==> config.mk <==
export PLATFORM = sky130hd
export DESIGN_NAME = knn_dist_unit
export DESIGN_NICKNAME = d
export VERILOG_FILES = /design/src/rtl/core/knn_pkg.sv /design/src/rtl/core/knn_dist_unit.sv
export SDC_FILE = /design/constraint.sdc
export NUM_CORES = 1
export LEC_CHECK = 0
export ABC_AREA = 0
export BUFFER_PORTS_ARGS = -buffer_cell sky130_fd_sc_hd__buf_2
export CAP_MARGIN = 20
export CORE_AREA = 2 2 212 214
export DETAILED_ROUTE_END_ITERATION = 6
export DIE_AREA = 0 0 214 216
export PLACE_DENSITY = 0.55
export SLEW_MARGIN = 15
export SYNTH_ARGS = -nofsm -noshare
export SYNTH_HDL_FRONTEND = slang
export SYNTH_SLANG_ARGS = --single-unit
export TNS_END_PERCENT = 5
==> constraint.sdc <==
create_clock -name aclk -period 5.66 [get_ports aclk]
set_input_delay 0.283 -clock aclk [delete_from_list [all_inputs] [get_ports aclk]]
set_output_delay 0.283 -clock aclk [all_outputs]
set_load 0.05 [all_outputs]
==> src/rtl/core/knn_pkg.sv <==
// knn_pkg: request codes, register indexes, metric codes, port widths and
// the scan pipeline tag shared by the classifier top level and its distance unit.
// No dependencies.
package knn_pkg;

    // port widths fixed by the interface
    localparam int REQ_W       = 2;
    localparam int LABEL_W     = 4;
    localparam int VOTES_W     = 5;
    localparam int CFG_INDEX_W = 2;
    localparam int CFG_DATA_W  = 5;
    localparam int METRIC_W    = 2;

    // request types
    localparam logic [REQ_W-1:0] REQ_CLEAR = 2'd0;
    localparam logic [REQ_W-1:0] REQ_TRAIN = 2'd1;
    localparam logic [REQ_W-1:0] REQ_QUERY = 2'd2;

    // configuration register indexes
    localparam logic [CFG_INDEX_W-1:0] CFG_NEIGHBOR_COUNT  = 2'd0;
    localparam logic [CFG_INDEX_W-1:0] CFG_DISTANCE_METRIC = 2'd1;
    localparam logic [CFG_INDEX_W-1:0] CFG_FEATURE_COUNT   = 2'd2;

    // distance metrics, any other code acts as chebyshev
    localparam logic [METRIC_W-1:0] MET_EUCLID    = 2'd0;
    localparam logic [METRIC_W-1:0] MET_MANHATTAN = 2'd1;
    localparam logic [METRIC_W-1:0] MET_CHEBYSHEV = 2'd2;

    // tag that travels with each feature through the scan pipeline
    typedef struct packed {
        logic v;      // feature pair present
        logic first;  // first feature of a sample
        logic last;   // last feature of a sample
        logic fin;    // last feature of the last sample
    } knn_tag_t;

endpackage

==> src/rtl/core/knn_dist_unit.sv <==
// knn_dist_unit: three-stage distance pipeline (abs difference, square,
// accumulate) that turns feature pairs into one distance per sample.
// Depends on knn_pkg.
module knn_dist_unit #(
    parameter int VALUE_WIDTH  = 16,
    parameter int MAX_FEATURES = 16,
    parameter int LBL_W        = 4,
    parameter int DIST_W       = 36
) (
    input  logic                              aclk,
    input  logic                              aresetn,
    input  knn_pkg::knn_tag_t                 in_tag,
    input  logic [knn_pkg::METRIC_W-1:0]      metric,
    input  logic signed [VALUE_WIDTH-1:0]     query_val,
    input  logic signed [VALUE_WIDTH-1:0]     sample_val,
    input  logic [LBL_W-1:0]                  in_label,
    output knn_pkg::knn_tag_t                 out_tag,
    output logic [DIST_W-1:0]                 out_dist,
    output logic [LBL_W-1:0]                  out_label
);
    import knn_pkg::*;

    localparam int AW = VALUE_WIDTH + 1;
    localparam int TW = 2 * AW;
    localparam int DA = TW + $clog2(MAX_FEATURES + 1);

    logic signed [AW-1:0] diff;
    logic [AW-1:0]        abs_next;
    logic [AW-1:0]        abs_reg;
    knn_tag_t             tag_a_reg;
    logic [LBL_W-1:0]     label_a_reg;
    logic [TW-1:0]        term_next;
    logic [TW-1:0]        term_reg;
    knn_tag_t             tag_b_reg;
    logic [LBL_W-1:0]     label_b_reg;
    logic [DA-1:0]        term_ext;
    logic [DA-1:0]        acc_next;
    logic [DA-1:0]        acc_reg;
    logic [DIST_W-1:0]    dist_sat;
    knn_tag_t             out_tag_reg;
    logic [DIST_W-1:0]    out_dist_reg;
    logic [LBL_W-1:0]     out_label_reg;

    // absolute difference of the two features
    assign diff     = {query_val[VALUE_WIDTH-1], query_val}
                    - {sample_val[VALUE_WIDTH-1], sample_val};
    assign abs_next = diff[AW-1] ? AW'(-diff) : AW'(diff);

    // square for euclidean, plain value otherwise
    always_comb begin
        if (metric == MET_EUCLID) begin
            term_next = abs_reg * abs_reg;
        end else begin
            term_next = TW'(abs_reg);
        end
    end

    // accumulate by metric
    assign term_ext = DA'(term_reg);
    always_comb begin
        if (tag_b_reg.first) begin
            acc_next = term_ext;
        end else if (metric == MET_EUCLID || metric == MET_MANHATTAN) begin
            acc_next = acc_reg + term_ext;
        end else if (term_ext > acc_reg) begin
            acc_next = term_ext;
        end else begin
            acc_next = acc_reg;
        end
    end

    // saturate to the stored distance width
    generate
        if (DA > DIST_W) begin : g_sat
            assign dist_sat = (|acc_next[DA-1:DIST_W]) ? {DIST_W{1'b1}}
                                                       : acc_next[DIST_W-1:0];
        end else begin : g_nosat
            assign dist_sat = DIST_W'(acc_next);
        end
    endgenerate

    // pipeline control
    always_ff @(posedge aclk) begin
        if (!aresetn) begin
            tag_a_reg   <= '0;
            tag_b_reg   <= '0;
            out_tag_reg <= '0;
        end else begin
            tag_a_reg       <= in_tag;
            tag_b_reg       <= tag_a_reg;
            out_tag_reg.v     <= tag_b_reg.v && tag_b_reg.last;
            out_tag_reg.first <= 1'b0;
            out_tag_reg.last  <= tag_b_reg.v && tag_b_reg.last;
            out_tag_reg.fin   <= tag_b_reg.v && tag_b_reg.fin;
        end
    end

    // pipeline data
    always_ff @(posedge aclk) begin
        abs_reg     <= abs_next;
        label_a_reg <= in_label;
        term_reg    <= term_next;
        label_b_reg <= label_a_reg;
        if (tag_b_reg.v) begin
            acc_reg <= acc_next;
        end
        if (tag_b_reg.v && tag_b_reg.last) begin
            out_dist_reg  <= dist_sat;
            out_label_reg <= label_b_reg;
        end
    end

    assign out_tag   = out_tag_reg;
    assign out_dist  = out_dist_reg;
    assign out_label = out_label_reg;

endmodule

* Yosys cells after proc, flatten, opt, wreduce, memory -nomap -nowiden *
Cells that the tools add are included.

word-level totals
  flip-flop bits (word level) = 149
  bits in latches = 0
  RAM bits = 0
  ROM bits = 0
  bits of input ports = 44
  output and inout bits = 44
  word-level logic and storage cells = 36
  memories kept = 0

operators by class
  add/subtract/negate cells = 3
  $mul = 1
  divide/modulo/power cells = 0
  order comparisons = 1
  eq/ne operators = 1
  shifts and indexed selects = 0
  mux-type cells = 5
  bitwise operators = 0
  reduce and logical (&&, ||, !) cells = 5

operators with widths
  operator                                             number
  2-to-1 mux 39 bit                                    3
  adder 39 x 34 -> 39 bit                              1
  > comparator 34 x 39 -> 1 bit                        1
  multiplier 17 x 17 -> 34 bit                         1
  2-to-1 mux 17 bit                                    1
  negator 17 bit                                       1
  subtractor 16 x 16 -> 17 bit                         1
  2-to-1 mux 16 bit                                    1
  OR reduction 3 bit                                   1
  equality test 2 x 1 -> 1 bit, second input constant  1
  logical AND 1 bit                                    2
  zero test 2 bit                                      1
  logical OR 1 bit                                     1

* Depth between registers and ports, before layout *
  depth in word-level cells = 5
  depth in mapped cells = 24
  mapped depth without buffers = 24

* Worst setup path after synthesis *
No wires, ideal clock.

  path type = register to register
  from = reg abs_reg[5]
  to = reg term_reg[31]
  setup time = 0.128 ns
  arrival time = 6.135 ns
  path slack = -0.602 ns
  stages on the path, launching flop included = 25
  buffers on the path = 2
  clock period less this slack = 6.262 ns
  cell sequence = dfxtp_1 > clkbuf_1 > clkbuf_1 > nand2_1 > fa_1 > inv_1 > fa_1 > inv_1 > fa_1 > inv_1 > fa_1 > fa_1 > inv_1 > fa_1 > inv_1 > ha_1 > a21o_1 > a21o_1 > a21oi_1 > nand3b_1 > o21ai_0 > o211ai_1 > a311oi_1 > xor2_1 > nor2_1

between the ends
  longest elaborated chain between the ends = 1

ends and longest elaborated chain
  element                       line                  RTL
  from (decl)                   knn_dist_unit.sv:29   logic [AW-1:0] abs_reg;
  from (signal assigned)        knn_dist_unit.sv:100  abs_reg <= abs_next;
  multiplier 17 x 17 -> 34 bit  knn_dist_unit.sv:52   term_next = abs_reg * abs_reg;
  to (signal assigned)          knn_dist_unit.sv:102  term_reg <= term_next;
  to (decl)                     knn_dist_unit.sv:33   logic [TW-1:0] term_reg;

No other way between the ends.
A chain may end at the register's enable or synchronous reset.

* Worst setup path after layout *
  from = reg abs_reg[7]
  to = reg term_reg[33]

Same word-level chain as after synthesis.

==> metrics.txt <==
status finished with violations; failing checks design-rule violations, negative setup slack; WP depth 20; Buf/Inv on CP 4; CTS Sinks between 100 and 150; Seq/Total Area, Yosys 21.6%; Worst-Skew Late Latency 0.45 ns; worst slew margin relative to its limit 37.5%; worst-path cell chain buf_12 -> nand2_2 -> fa_1 -> fa_1 -> fa_1 -> inv_1 -> fa_1 -> fa_1 -> inv_1 -> fa_1 -> inv_1 -> ha_4 -> nand4_1 -> or3_1 -> o22ai_2 -> o21ai_2 -> o2111ai_2 -> a31oi_1 -> or3_1 -> a21oi_2; overflow left after global routing 0; Num CTS Buffers 17; RSZ-0062 raised after global routing yes; Max Cap Viol 0; Die H around 220 µm; worst-path fanout max 11; synthesized area per cell 9.10 µm²; Std-Cell Rows 77; drt drc 1; Worst Path Arrival ~6.1 ns; count leader, synth inv_1; DP Area between 15000 and 20000 µm²; drt total wl around 42 mm; CTS HTree Levels 4; Async SR Flop Fraction 0%; final setup vio count 6; crit-path max cell delay 0.57 ns; post-synthesis cell type count 85; most frequent CP cell fa_1; Detailed Place HPWL 34.6 mm; Worst Hold Depth 2; Worst Path Required 6.03 ns; CP endpoint kind flip-flop; Worst path top cell family by delay adder cells; 1st-pass router iterations 7; post-route antenna net violation count 0; # port buffers 86; total track usage 19.0%; via count approximately 13k; GPL Wtd Cong roughly 0.93; Startpoint Class flip-flop; Ys Warns 0; DR WL/cell 15.8 µm; initial antenna violation count 0; Least-Margin Pin Slew 0.938 ns; CTS tree done; proportion of layout cells with a drive suffix above 1 16.7%; # nets final between 2k and 3k; R2R depth 20; final instance area slightly above 20000 µm²; Seq cells post-synth 148; Via density 4.93; total die area 46200 µm²; Syn-to-layout area delta 16.8%; fin crit period 5.76 ns; hold crit path type input port to flip-flop; Die X 214 µm; synth top area cells fa_1 22%, ha_1 14%, edfxtp_1 14%; dominant synthesized flop cell edfxtp_1; DR iter-0 viols between 600 and 700; skew final 0.0106 ns; Final Hold Fails 0; number of I/O pins 88; first-pass GRT wire length 70.7 mm; crit path kind flip-flop to flip-flop; Mapped Area 17400 µm²; Synthesized Nets 2341; Final Worst Setup Slack -0.101 ns; EDFF count, synth 79; Worst-path clk slew 0.06 ns; Initial Utilization 39.6%; cell taking the most area after synthesis fa_1; fmax roughly 170 MHz; Synth Instances 1910; CTS max path bufs 2; pin count of the biggest net entering global routing 47; vias in the first global route about 14k; top post-synthesis cells by count 386 x inv_1, 194 x ha_1, 193 x fa_1; top-area cell type share of the netlist area 22.2%; Root Driver clkbuf_16; fin crit share 102%; Slowest cell on crit path fa_1; max reg flops 39; n_diodes 0; fin. max-slew vios 0; core area 43800 µm²
stage by stage:
stage	worst slack, ns	util, %	setup TNS (ns)	hold WS [ns]	cells
finish	-0.101	46.3	-0.460	0.0391	2686
global route	-0.411	46.3	-3.12	0.0256	2686
CTS	-0.143	46.1	-0.659	0.0131	2686
detailed placement	-0.363	44.1	-2.59	0.312	2649
global placement	-0.282	44.1	-1.79	0.310	2649
floorplan	-0.0197	-	-0.0197	0.310	1910
cell families (layout without fill, tap and decap cells):
| family | Yosys count | after routing | synth area share, % |
|---|---|---|---|
| compound gates | 355 | 355 | 13.7 |
| xor+xnor | 88 | 88 | 4.44 |
| fa+ha+maj | 387 | 387 | 36.2 |
| buf+inv | 452 | 636 | 10.1 |
| flops | 148 | 148 | 21.6 |
| mux | 6 | 6 | 0.374 |
| other cells | 1 | 1 | 0.0216 |
| simple gates | 473 | 473 | 13.6 |
area by class of cell:
class	instances	area, µm²
multi-input cells	1310	12200
inverters	386	1450
fillers	4207	23500
clock buffers	21	460
well taps	592	741
repair buffers	218	1490
clock inverters	11	174
flip-flops and latches	148	3800
cell usage in the layout, fill, tap and decap left out, drive strengths merged, types with 13 or more instances in the layout:
master  Yosys  layout
o31ai      19      19
buf        16     214
clkbuf     50      21
nand2b     29      29
o211ai     18      18
nor2      113     113
nor2b      13      13
a21oi      83      83
xnor2      64      64
a211oi     14      14
nand3      19      19
nor3       23      23
a31oi      20      20
nand2     129     129
fa        193     193
nor4       15      15
and3       16      16
ha        194     194
a21o       29      29
o22ai      16      16
dfxtp      69      69
o21ai      69      69
nand4      14      14
inv       386     388
edfxtp     79      79
xor2       24      24
and2       67      67
per-layer routing:
layer | share of wire (%) | routed length [µm] | up-vias | track usage, %
met5 | 0 | 0 | - | 0
met4 | 1.6 | 662 | 0 | 5.13
met3 | 3.2 | 1350 | 42 | 2.03
met2 | 48 | 20200 | 224 | 32.8
met1 | 48 | 20300 | 6377 | 25.4
li1 | - | - | 6607 | -
final timing paths:
path | startpoint | endpoint | slack (ns)
worst max-delay path | abs_reg[7] | term_reg[33] | -0.10
worst min-delay path | in_tag[2] | tag_a_reg[2] | 0.04
worst max register to register | abs_reg[7] | term_reg[33] | -0.10
worst min register to register | label_a_reg[3] | label_b_reg[3] | 0.33
repair_timing:
action                                  in CTS  in global routing
gates cloned                                 0                  0
setup buffers                                1                  0
hold buffers                                 4                  0
endpoints found under the setup margin      15                 16
hold endpoints to repair                     4                  0
gates resized for setup                     52                 22
pin swaps                                   19                 11
Power is not shown: default switching activity piles up to over one toggle a cycle in this logic, so the estimate is an artifact.
